<file path="config.mk">
export PLATFORM = sky130hd
export DESIGN_NAME = brrip_replacement_policy_core
export DESIGN_NICKNAME = d
export VERILOG_FILES = /design/src/rtl/brrip_pkg.sv /design/src/rtl/brrip_front.sv /design/src/rtl/brrip_queue.sv /design/src/rtl/brrip_back.sv /design/src/rtl/brrip_replacement_policy_core.sv
export VERILOG_INCLUDE_DIRS = /design/src /design/src/rtl
export SDC_FILE = /design/constraint.sdc
export NUM_CORES = 2
export LEC_CHECK = 0
export ABC_AREA = 1
export BUFFER_PORTS_ARGS = -buffer_cell sky130_fd_sc_hd__buf_4
export CAP_MARGIN = 25
export CORE_MARGIN = 8
export CORE_UTILIZATION = 38
export CTS_BUF_LIST = sky130_fd_sc_hd__clkbuf_4
export CTS_CLUSTER_DIAMETER = 150
export DETAILED_ROUTE_END_ITERATION = 16
export HOLD_SLACK_MARGIN = 0.08
export MAX_ROUTING_LAYER = met4
export PLACE_DENSITY = 0.54
export SETUP_SLACK_MARGIN = 0.5
export SYNTH_ARGS = -nofsm -noshare
export SYNTH_HDL_FRONTEND = slang
export SYNTH_SLANG_ARGS = --single-unit
</file>
<file path="constraint.sdc">
create_clock -name clk -period 20 [get_ports clk]
set_input_delay 2 -clock clk [delete_from_list [all_inputs] [get_ports clk]]
set_output_delay 2 -clock clk [all_outputs]
set_load 0.03 [all_outputs]
</file>
<file path="src/rtl/brrip_replacement_policy_core_defines.svh">
// Assertion macros used by the BRRIP replacement policy top level.
`ifndef BRRIP_REPLACEMENT_POLICY_CORE_DEFINES_SVH
`define BRRIP_REPLACEMENT_POLICY_CORE_DEFINES_SVH

// The antecedent implies the consequent in the same cycle.
`define BRRIP_ASSERT_IMP(label, ante, cons, msg) \
    label: assert property (@(posedge clk) disable iff (!rst_n) (ante) |-> (cons)) \
        else $error(msg);

// The antecedent implies the consequent in the following cycle.
`define BRRIP_ASSERT_NEXT(label, ante, cons, msg) \
    label: assert property (@(posedge clk) disable iff (!rst_n) (ante) |=> (cons)) \
        else $error(msg);

`endif

</file>
<file path="src/rtl/brrip_pkg.sv">
// Package with the constants, codes and types of the BRRIP replacement policy block.
package brrip_pkg;

    localparam int WAYS      = 16;
    localparam int SETS      = 64;
    localparam int RRPV_BITS = 2;

    localparam int WAY_W = (WAYS > 1) ? $clog2(WAYS) : 1;
    localparam int SET_W = (SETS > 1) ? $clog2(SETS) : 1;

    localparam int CMD_W     = 2;
    localparam int SET_IDX_W = 6;
    localparam int WAY_IDX_W = 4;
    localparam int DRAW_W    = 7;
    localparam int PCT_W     = 7;
    localparam int CFG_IDX_W = 1;
    localparam int CFG_DAT_W = 7;

    localparam logic [RRPV_BITS-1:0] RRPV_MAX  = {RRPV_BITS{1'b1}};
    localparam logic [RRPV_BITS-1:0] RRPV_LONG = RRPV_BITS'(RRPV_MAX - 1'b1);
    localparam logic [PCT_W-1:0]     PCT_RESET = PCT_W'(3);

    localparam logic [CMD_W-1:0] CMD_HIT    = 2'd0;
    localparam logic [CMD_W-1:0] CMD_FILL   = 2'd1;
    localparam logic [CMD_W-1:0] CMD_INVAL  = 2'd2;
    localparam logic [CMD_W-1:0] CMD_VICTIM = 2'd3;

    localparam logic [CFG_IDX_W-1:0] CFG_HIT_MODE = 1'b0;
    localparam logic [CFG_IDX_W-1:0] CFG_LONG_PCT = 1'b1;

    localparam int QDEPTH = 2;
    localparam int QPTR_W = $clog2(QDEPTH);
    localparam int QCNT_W = $clog2(QDEPTH + 1);

    typedef enum logic [2:0] {
        OP_NONE,
        OP_HIT_CLEAR,
        OP_HIT_DEC,
        OP_FILL,
        OP_INVAL,
        OP_VICTIM
    } op_t;

    typedef struct packed {
        op_t                  op;
        logic [SET_W-1:0]     set_addr;
        logic [WAY_W-1:0]     way;
        logic [RRPV_BITS-1:0] fill_val;
    } entry_t;

    typedef struct packed {
        logic empty;
        logic full;
    } q_status_t;

    typedef struct packed {
        logic busy;
        logic fire;
    } back_status_t;

    typedef logic [WAYS-1:0][RRPV_BITS-1:0] rrpv_row_t;
    typedef logic [WAYS-1:0]                valid_row_t;

endpackage

</file>
<file path="src/rtl/brrip_front.sv">
// Front end: configuration registers, input word acceptance and command classification.
module brrip_front
    import brrip_pkg::*;
(
    input  logic                 clk,
    input  logic                 rst_n,
    input  logic                 cfg_valid,
    output logic                 cfg_ready,
    input  logic [CFG_IDX_W-1:0] cfg_index,
    input  logic [CFG_DAT_W-1:0] cfg_data,
    input  logic                 in_valid,
    output logic                 in_stall,
    input  logic [CMD_W-1:0]     command,
    input  logic [SET_IDX_W-1:0] set_index,
    input  logic [WAY_IDX_W-1:0] way_index,
    input  logic [DRAW_W-1:0]    rand_draw,
    input  q_status_t            q_status,
    output logic                 q_push,
    output entry_t               q_data
);

    logic             hit_mode_reg;
    logic             hit_mode_next;
    logic [PCT_W-1:0] long_pct_reg;
    logic [PCT_W-1:0] long_pct_next;
    logic             set_ok;
    logic             way_ok;

    assign cfg_ready = 1'b1;

    always_comb
    begin
        hit_mode_next = hit_mode_reg;
        long_pct_next = long_pct_reg;
        if (cfg_valid && cfg_ready)
        begin
            unique case (cfg_index)
                CFG_HIT_MODE: hit_mode_next = cfg_data[0];
                CFG_LONG_PCT: long_pct_next = PCT_W'(cfg_data);
                default:      hit_mode_next = hit_mode_reg;
            endcase
        end
    end

    always_ff @(posedge clk or negedge rst_n)
    begin
        if (!rst_n)
        begin
            hit_mode_reg <= 1'b0;
            long_pct_reg <= PCT_RESET;
        end
        else
        begin
            hit_mode_reg <= hit_mode_next;
            long_pct_reg <= long_pct_next;
        end
    end

    assign in_stall = q_status.full;
    assign q_push   = in_valid && !in_stall;

    assign set_ok = 32'(set_index) < 32'(SETS);
    assign way_ok = 32'(way_index) < 32'(WAYS);

    always_comb
    begin
        q_data.set_addr = SET_W'(set_index);
        q_data.way      = WAY_W'(way_index);
        q_data.fill_val = (rand_draw <= long_pct_reg) ? RRPV_LONG : RRPV_MAX;
        q_data.op       = OP_NONE;
        unique case (command)
            CMD_HIT:    q_data.op = way_ok ? (hit_mode_reg ? OP_HIT_CLEAR : OP_HIT_DEC) : OP_NONE;
            CMD_FILL:   q_data.op = way_ok ? OP_FILL : OP_NONE;
            CMD_INVAL:  q_data.op = way_ok ? OP_INVAL : OP_NONE;
            CMD_VICTIM: q_data.op = OP_VICTIM;
            default:    q_data.op = OP_NONE;
        endcase
        if (!set_ok)
        begin
            q_data.op = OP_NONE;
        end
    end

endmodule

</file>
<file path="src/rtl/brrip_queue.sv">
// Short queue of classified words between the front end and the back end.
module brrip_queue
    import brrip_pkg::*;
(
    input  logic      clk,
    input  logic      rst_n,
    input  logic      push,
    input  entry_t    push_data,
    input  logic      pop,
    output entry_t    head,
    output q_status_t status
);

    entry_t              entries [QDEPTH];
    logic [QPTR_W-1:0]   wr_ptr_reg;
    logic [QPTR_W-1:0]   wr_ptr_next;
    logic [QPTR_W-1:0]   rd_ptr_reg;
    logic [QPTR_W-1:0]   rd_ptr_next;
    logic [QCNT_W-1:0]   count_reg;
    logic [QCNT_W-1:0]   count_next;

    always_comb
    begin
        wr_ptr_next = wr_ptr_reg;
        rd_ptr_next = rd_ptr_reg;
        count_next  = count_reg;
        if (push)
        begin
            wr_ptr_next = (32'(wr_ptr_reg) == QDEPTH - 1) ? '0 : QPTR_W'(wr_ptr_reg + 1'b1);
        end
        if (pop)
        begin
            rd_ptr_next = (32'(rd_ptr_reg) == QDEPTH - 1) ? '0 : QPTR_W'(rd_ptr_reg + 1'b1);
        end
        if (push && !pop)
        begin
            count_next = QCNT_W'(count_reg + 1'b1);
        end
        else if (pop && !push)
        begin
            count_next = QCNT_W'(count_reg - 1'b1);
        end
    end

    always_ff @(posedge clk or negedge rst_n)
    begin
        if (!rst_n)
        begin
            wr_ptr_reg <= '0;
            rd_ptr_reg <= '0;
            count_reg  <= '0;
        end
        else
        begin
            wr_ptr_reg <= wr_ptr_next;
            rd_ptr_reg <= rd_ptr_next;
            count_reg  <= count_next;
        end
    end

    always_ff @(posedge clk)
    begin
        if (push)
        begin
            entries[wr_ptr_reg] <= push_data;
        end
    end

    assign head         = entries[rd_ptr_reg];
    assign status.empty = (count_reg == '0);
    assign status.full  = (32'(count_reg) == QDEPTH);

endmodule

</file>
<file path="src/rtl/brrip_back.sv">
// Back end: set row memory, read-modify-write of one set per word and the result register.
module brrip_back
    import brrip_pkg::*;
(
    input  logic                 clk,
    input  logic                 rst_n,
    input  entry_t               q_head,
    input  q_status_t            q_status,
    output logic                 q_pop,
    output back_status_t         status,
    output logic                 out_valid,
    input  logic                 out_stall,
    output logic [WAY_IDX_W-1:0] victim_way,
    output logic                 victim_was_free
);

    typedef enum logic [1:0] {
        S_READ = 2'b01,
        S_EXEC = 2'b10
    } state_t;

    state_t     state_reg;
    state_t     state_next;
    rrpv_row_t  rrpv_mem  [SETS];
    valid_row_t valid_mem [SETS];
    logic [SETS-1:0] row_init_reg;
    logic [SETS-1:0] row_init_next;

    entry_t     cur_reg;
    rrpv_row_t  rd_rrpv_reg;
    valid_row_t rd_valid_reg;
    logic       rd_init_reg;

    logic                 out_valid_reg;
    logic                 out_valid_next;
    logic [WAY_IDX_W-1:0] victim_way_reg;
    logic                 victim_was_free_reg;

    logic       start;
    logic       fire;
    logic       do_write;
    rrpv_row_t  row_rrpv;
    valid_row_t row_valid;
    rrpv_row_t  new_rrpv;
    valid_row_t new_valid;
    logic       free_any;
    logic [WAY_W-1:0] free_way;
    logic [WAYS-1:0]  is_max;
    logic [WAY_W-1:0] max_way;
    logic [RRPV_BITS-1:0] best;
    logic [RRPV_BITS-1:0] diff;
    logic [WAY_IDX_W-1:0] res_way;
    logic                 res_free;

    assign start = (state_reg == S_READ) && !q_status.empty;
    assign fire  = (state_reg == S_EXEC) && (!out_valid_reg || !out_stall);
    assign q_pop = start;

    assign status.busy = (state_reg == S_EXEC);
    assign status.fire = fire;

    always_comb
    begin
        state_next = state_reg;
        unique case (state_reg)
            S_READ:  state_next = start ? S_EXEC : S_READ;
            S_EXEC:  state_next = fire ? S_READ : S_EXEC;
            default: state_next = S_READ;
        endcase
    end

    always_ff @(posedge clk)
    begin
        if (start)
        begin
            cur_reg      <= q_head;
            rd_rrpv_reg  <= rrpv_mem[q_head.set_addr];
            rd_valid_reg <= valid_mem[q_head.set_addr];
        end
    end

    always_ff @(posedge clk)
    begin
        if (fire && do_write)
        begin
            rrpv_mem[cur_reg.set_addr]  <= new_rrpv;
            valid_mem[cur_reg.set_addr] <= new_valid;
        end
    end

    assign row_rrpv  = rd_init_reg ? rd_rrpv_reg : '0;
    assign row_valid = rd_init_reg ? rd_valid_reg : '0;

    always_comb
    begin
        free_any = 1'b0;
        free_way = '0;
        for (int w = WAYS - 1; w >= 0; w--)
        begin
            if (!row_valid[w])
            begin
                free_any = 1'b1;
                free_way = WAY_W'(w);
            end
        end
    end

    always_comb
    begin
        for (int w = 0; w < WAYS; w++)
        begin
            is_max[w] = 1'b1;
            for (int v = 0; v < WAYS; v++)
            begin
                if (row_rrpv[v] > row_rrpv[w])
                begin
                    is_max[w] = 1'b0;
                end
            end
        end
        max_way = '0;
        for (int w = WAYS - 1; w >= 0; w--)
        begin
            if (is_max[w])
            begin
                max_way = WAY_W'(w);
            end
        end
    end

    assign best = row_rrpv[max_way];
    assign diff = RRPV_BITS'(RRPV_MAX - best);

    always_comb
    begin
        logic [RRPV_BITS:0] sum;
        sum       = '0;
        new_rrpv  = row_rrpv;
        new_valid = row_valid;
        do_write  = 1'b1;
        res_way   = '0;
        res_free  = 1'b0;
        case (cur_reg.op)
            OP_HIT_CLEAR:
            begin
                new_rrpv[cur_reg.way] = '0;
            end
            OP_HIT_DEC:
            begin
                if (row_rrpv[cur_reg.way] != '0)
                begin
                    new_rrpv[cur_reg.way] = RRPV_BITS'(row_rrpv[cur_reg.way] - 1'b1);
                end
            end
            OP_FILL:
            begin
                new_rrpv[cur_reg.way]  = cur_reg.fill_val;
                new_valid[cur_reg.way] = 1'b1;
            end
            OP_INVAL:
            begin
                new_valid[cur_reg.way] = 1'b0;
            end
            OP_VICTIM:
            begin
                if (free_any)
                begin
                    do_write = 1'b0;
                    res_way  = WAY_IDX_W'(free_way);
                    res_free = 1'b1;
                end
                else
                begin
                    res_way = WAY_IDX_W'(max_way);
                    for (int w = 0; w < WAYS; w++)
                    begin
                        sum = {1'b0, row_rrpv[w]} + {1'b0, diff};
                        new_rrpv[w] = (sum > {1'b0, RRPV_MAX}) ? RRPV_MAX : sum[RRPV_BITS-1:0];
                    end
                end
            end
            default:
            begin
                do_write = 1'b0;
            end
        endcase
    end

    always_comb
    begin
        row_init_next = row_init_reg;
        if (fire && do_write)
        begin
            row_init_next[cur_reg.set_addr] = 1'b1;
        end
        out_valid_next = out_valid_reg && out_stall;
        if (fire)
        begin
            out_valid_next = 1'b1;
        end
    end

    always_ff @(posedge clk or negedge rst_n)
    begin
        if (!rst_n)
        begin
            state_reg     <= S_READ;
            row_init_reg  <= '0;
            rd_init_reg   <= 1'b0;
            out_valid_reg <= 1'b0;
        end
        else
        begin
            state_reg     <= state_next;
            row_init_reg  <= row_init_next;
            out_valid_reg <= out_valid_next;
            if (start)
            begin
                rd_init_reg <= row_init_reg[q_head.set_addr];
            end
        end
    end

    always_ff @(posedge clk)
    begin
        if (fire)
        begin
            victim_way_reg      <= res_way;
            victim_was_free_reg <= res_free;
        end
    end

    assign out_valid       = out_valid_reg;
    assign victim_way      = victim_way_reg;
    assign victim_was_free = victim_was_free_reg;

endmodule

</file>
<file path="src/rtl/brrip_replacement_policy_core.sv">
// Top level of the BRRIP replacement policy block.
// Each word passes through the back-end states S_READ, which reads the addressed set
// row from the row memory, and S_EXEC, which updates it, writes it back and loads the
// result register; the back end takes no new word until the last one has left S_EXEC.
// A front end classifies words into a two-entry queue, so up to two words are accepted
// while the back end or the result side is stalled. On its way to the output a word
// passes through the queue, the row read registers and the result register.
// No clearing pass is needed after reset: a per-set flag marks rows that were never
// written, and those read as all ways invalid with zero RRPV.
`include "brrip_replacement_policy_core_defines.svh"

module brrip_replacement_policy_core
    import brrip_pkg::*;
(
    input  logic                 clk,
    input  logic                 rst_n,
    input  logic                 cfg_valid,
    output logic                 cfg_ready,
    input  logic [CFG_IDX_W-1:0] cfg_index,
    input  logic [CFG_DAT_W-1:0] cfg_data,
    input  logic                 in_valid,
    output logic                 in_stall,
    input  logic [CMD_W-1:0]     command,
    input  logic [SET_IDX_W-1:0] set_index,
    input  logic [WAY_IDX_W-1:0] way_index,
    input  logic [DRAW_W-1:0]    rand_draw,
    output logic                 out_valid,
    input  logic                 out_stall,
    output logic [WAY_IDX_W-1:0] victim_way,
    output logic                 victim_was_free
);

    q_status_t    q_status;
    logic         q_push;
    logic         q_pop;
    entry_t       q_data;
    entry_t       q_head;
    back_status_t back_status;

    brrip_front u_front (
        .clk       (clk),
        .rst_n     (rst_n),
        .cfg_valid (cfg_valid),
        .cfg_ready (cfg_ready),
        .cfg_index (cfg_index),
        .cfg_data  (cfg_data),
        .in_valid  (in_valid),
        .in_stall  (in_stall),
        .command   (command),
        .set_index (set_index),
        .way_index (way_index),
        .rand_draw (rand_draw),
        .q_status  (q_status),
        .q_push    (q_push),
        .q_data    (q_data)
    );

    brrip_queue u_queue (
        .clk       (clk),
        .rst_n     (rst_n),
        .push      (q_push),
        .push_data (q_data),
        .pop       (q_pop),
        .head      (q_head),
        .status    (q_status)
    );

    brrip_back u_back (
        .clk             (clk),
        .rst_n           (rst_n),
        .q_head          (q_head),
        .q_status        (q_status),
        .q_pop           (q_pop),
        .status          (back_status),
        .out_valid       (out_valid),
        .out_stall       (out_stall),
        .victim_way      (victim_way),
        .victim_was_free (victim_was_free)
    );

    `BRRIP_ASSERT_IMP(a_pop_not_empty, q_pop, !q_status.empty, "pop from an empty queue")
    `BRRIP_ASSERT_IMP(a_pop_when_idle, q_pop, !back_status.busy, "pop while a word is in flight")
    `BRRIP_ASSERT_NEXT(a_fire_result, back_status.fire, out_valid, "executed word gave no result")
    `BRRIP_ASSERT_IMP(a_queue_flags, 1'b1, !(q_status.empty && q_status.full), "queue flags clash")

endmodule
</file>
==> results_tabular.tex <==
\begin{tabular}{lr}
\hline
Metric & Value \\
\hline
\multicolumn{2}{l}{\textbf{Floorplanning}} \\
Starting Density & 0.381 \\
Number of rows created at floorplan & 219 \\
I/O pin count & 40 \\
Horizontal die dimension & 612 um \\
Vertical die dimension & 612 um \\
Area of the placeable core & 355000 um2 \\
Die ar. & 374000 um2 \\
\multicolumn{2}{l}{\textbf{Outcome}} \\
Outcome & finished clean \\
\multicolumn{2}{l}{\textbf{Route}} \\
Wire length per cell & 28.4 um \\
Number of DRC violations after detailed routing & 0 \\
Via count of the routed design & 96500 \\
Via/cell ratio & 5.83 \\
DRT antenna net count & 0 \\
Number of DRC markers in iteration 0 & 11600 \\
Final routed wirelength across all metal layers & 470000 um \\
Number of iterations in the first detailed-routing pass & 6 \\
\multicolumn{2}{l}{\textbf{STA}} \\
Final hold violation count & 0 \\
Max-slew violation count & 0 \\
Max frequency & 0.112 GHz \\
Actual transition at the worst max-transition pin & 1.13 ns \\
Final cycle utilization of the critical path & 0.448 \\
RSZ-0062 raised after global routing & no \\
Setup TNS & 0 ns \\
Final setup violation count & 0 \\
Setup Skew & 0.182 ns \\
Max-Slew Margin vs Limit & 0.247 \\
Fin crit period & 8.96 ns \\
\multicolumn{2}{l}{\textbf{Place}} \\
Quantity of I/O buffers inserted on ports & 38 \\
Sum of net half-perimeters after detailed placement & 245000 um \\
Instance count after placement with tap cells included & 15200 \\
Post-Place Cell Area & 142000 um2 \\
Routability Congestion & 0.927 \\
\multicolumn{2}{l}{\textbf{Clocking}} \\
Post-CTS Resized & 0 \\
Number of sinks on the clock net & 3247 \\
CTS root buf & clkbuf\_4 \\
Inserted Clock Buffers & 797 \\
Level count of the clock H-tree & 6 \\
Number of hold-repair buffers added at the cts stage & 0 \\
Register clock-pin slew on the reported worst setup and hold paths & 0.06 ns \\
Buffer depth of the longest clock path & 4 \\
Later-pin clock latency in the skew report & 1.60 ns \\
Buffers inserted by post-CTS timing repair & 0 \\
TritonCTS clock tree & yes \\
\multicolumn{2}{l}{\textbf{Cells and area}} \\
Layout cells sized above 1 & 0.144 \\
Number of nets in the finished design & 11500 \\
Layout overhead on the synthesized area & 12.8\% \\
Highest-count cells in the layout ignoring fill and taps & 3167 x edfxtp\_1, 2079 x nor2\_1, 2061 x o21ai\_0 \\
Commonest non-fill, non-tap cell in the layout & edfxtp\_1 \\
Post-route cell area & 152000 um2 \\
Number of flip-flops in the largest register & 2048 \\
Final instance count without filler cells & 16600 \\
\multicolumn{2}{l}{\textbf{Critical path}} \\
Crit. End Element & flop \\
Max FO, Critical Path & 64 \\
Worst setup SP type & flop \\
Data arrival at the endpoint of the critical path & 10.15 ns \\
Worst EP required & 21.19 ns \\
Critical path type & flop to flop \\
\multicolumn{2}{l}{\textbf{Min path}} \\
Path type of the worst min-delay path & input pin to async pin \\
\multicolumn{2}{l}{\textbf{Pwr}} \\
Worst vdd ir & 0.000122 V \\
Leakage component of the power & 51.7 nW \\
Pwr dens & 160 nW/um2 \\
\multicolumn{2}{l}{\textbf{Yosys}} \\
Number of instances in the synthesized netlist & 10800 \\
Share of synthesized area occupied by flip-flops and latches & 0.720 \\
Post-synthesis async set-or-reset flop share & 0.0246 \\
Synthesis Warnings & 0 \\
Post-synth EDFFs & 3167 \\
Synth Flop Type & edfxtp\_1 \\
Syn avg cell area & 12.5 um2 \\
Number of distinct library cells after synthesis & 60 \\
Number of nets produced by synthesis & 11100 \\
Cell area after technology mapping & 135000 um2 \\
Post-synthesis sequential element count & 3247 \\
\multicolumn{2}{l}{\textbf{GRT}} \\
Tot GR Track Use & 0.248 \\
Wire length of the first global-routing pass & 661000 um \\
Largest net degree at the start of global routing & 179 \\
Total global routing overflow & 0 \\
Antenna violations before repair & 24 \\
Number of global-route vias before repair & 92700 \\
\multicolumn{2}{l}{\textbf{Job}} \\
Number of max-cap violations & 0 \\
\hline
\end{tabular}
-- logic make-up (layout without fill, tap and decap cells) --
| logic type | Yosys count | count (layout) | synth area share |
|---|---|---|---|
| AO/OA/AOI/OAI | 3351 | 3351 | 0.141 |
| XOR/XNOR | 3 | 3 | 0.000195 |
| adder cells (fa/ha/maj) | 249 | 249 | 0.0240 |
| buffers and inverters | 1019 | 2020 | 0.0287 |
| flip-flops | 3247 | 3247 | 0.720 |
| other | 1 | 14 | 0.0000278 |
| AND/OR/NAND/NOR | 2918 | 2918 | 0.0871 |
-- power breakdown --
group / leakage, nW / internal, W / switching [W]
clock network: 5.82 / 0.00274 / 0.00265
registers: 30.2 / 0.00874 / 0.000148
logic: 15.7 / 0.00246 / 0.00768
-- layer usage --
layer | vias up | track usage | routed length [um]
met5 | - | - | 0
met2 | 4889 | 0.394 | 222000
met3 | 899 | 0.0405 | 39600
met4 | 0 | 0.0815 | 15400
met1 | 49000 | 0.325 | 193000
li1 | 41700 | - | -
-- metrics by stage --
stage	util	power [W]	hold slack [ns]	worst slack (ns)
after global routing	0.429	0.0257	0.372	10.65
after detailed placement	0.401	0.0190	0.444	11.14
after floorplan	-	0.0150	0.428	12.69
final	0.429	0.0244	0.428	11.04
after global placement	0.400	0.0189	0.441	11.14
after CTS	0.429	0.0244	0.287	11.06
-- cell type report --
class,count,area (um2)
fillers,32800,202000
flip-flops and latches,3247,97100
multi-input cells,6522,35100
clock buffers,1128,8470
well taps,4751,5940
repair buffers,348,3070
clock inverters,238,1410
inverters,306,1190
diodes,13,32.5
-- final timing paths --
kind / startpoint / endpoint / slack [ns] / cells after the start
worst min-delay path: rst_n / u_back.rd_init_reg / 0.43 / 1
max in group asynchronous: rst_n / u_back.row_init_reg[63] / 18.27 / 2
min in group clk: u_back.row_init_reg[58] / u_back.row_init_reg[58] / 0.45 / 1
worst max register to register: u_back.rd_init_reg / u_back.rrpv_mem[18][5] / 11.04 / 23
worst min register to register: u_back.row_init_reg[58] / u_back.row_init_reg[58] / 0.45 / 1
worst max-delay path: u_back.rd_init_reg / u_back.rrpv_mem[18][5] / 11.04 / 23
-- cell usage after synthesis, drive strengths merged, types with 17 or more instances --
library cell | number | share of area
a21oi | 121 | 0.0045
buf | 38 | 0.0014
clkbuf | 675 | 0.019
dfrtp | 77 | 0.014
edfxtp | 3167 | 0.70
ha | 233 | 0.022
inv | 300 | 0.0084
nand2 | 422 | 0.012
nand3 | 193 | 0.0072
nand4 | 42 | 0.0029
nor2 | 2146 | 0.060
nor3 | 17 | 0.00067
o2111ai | 21 | 0.0014
o21ai | 2077 | 0.077
o21bai | 67 | 0.0037
o221ai | 194 | 0.013
o22ai | 804 | 0.037
or2 | 75 | 0.0035
-- worst max-delay path, cell delays in order, from the launching register on --
cell,delay [ns]
dfrtp_2,0.85
buf_4,0.51
nand2_1,0.40
inv_1,0.74
ha_1,0.28
inv_1,0.04
a21oi_1,0.20
a21oi_1,0.07
a2111oi_0,0.55
o211ai_1,0.26
nor4_1,0.46
nor2_1,0.10
a21oi_2,0.49
clkinv_1,0.45
nand3_1,0.19
nand3_1,0.09
nand3_1,0.09
nand2_1,0.37
inv_1,0.84
fa_1,0.56
a21oi_1,0.16
nand2_1,0.11
o2111ai_4,0.16
buf_4,0.52
No activity file was read; power rests on OpenSTA's default activity.
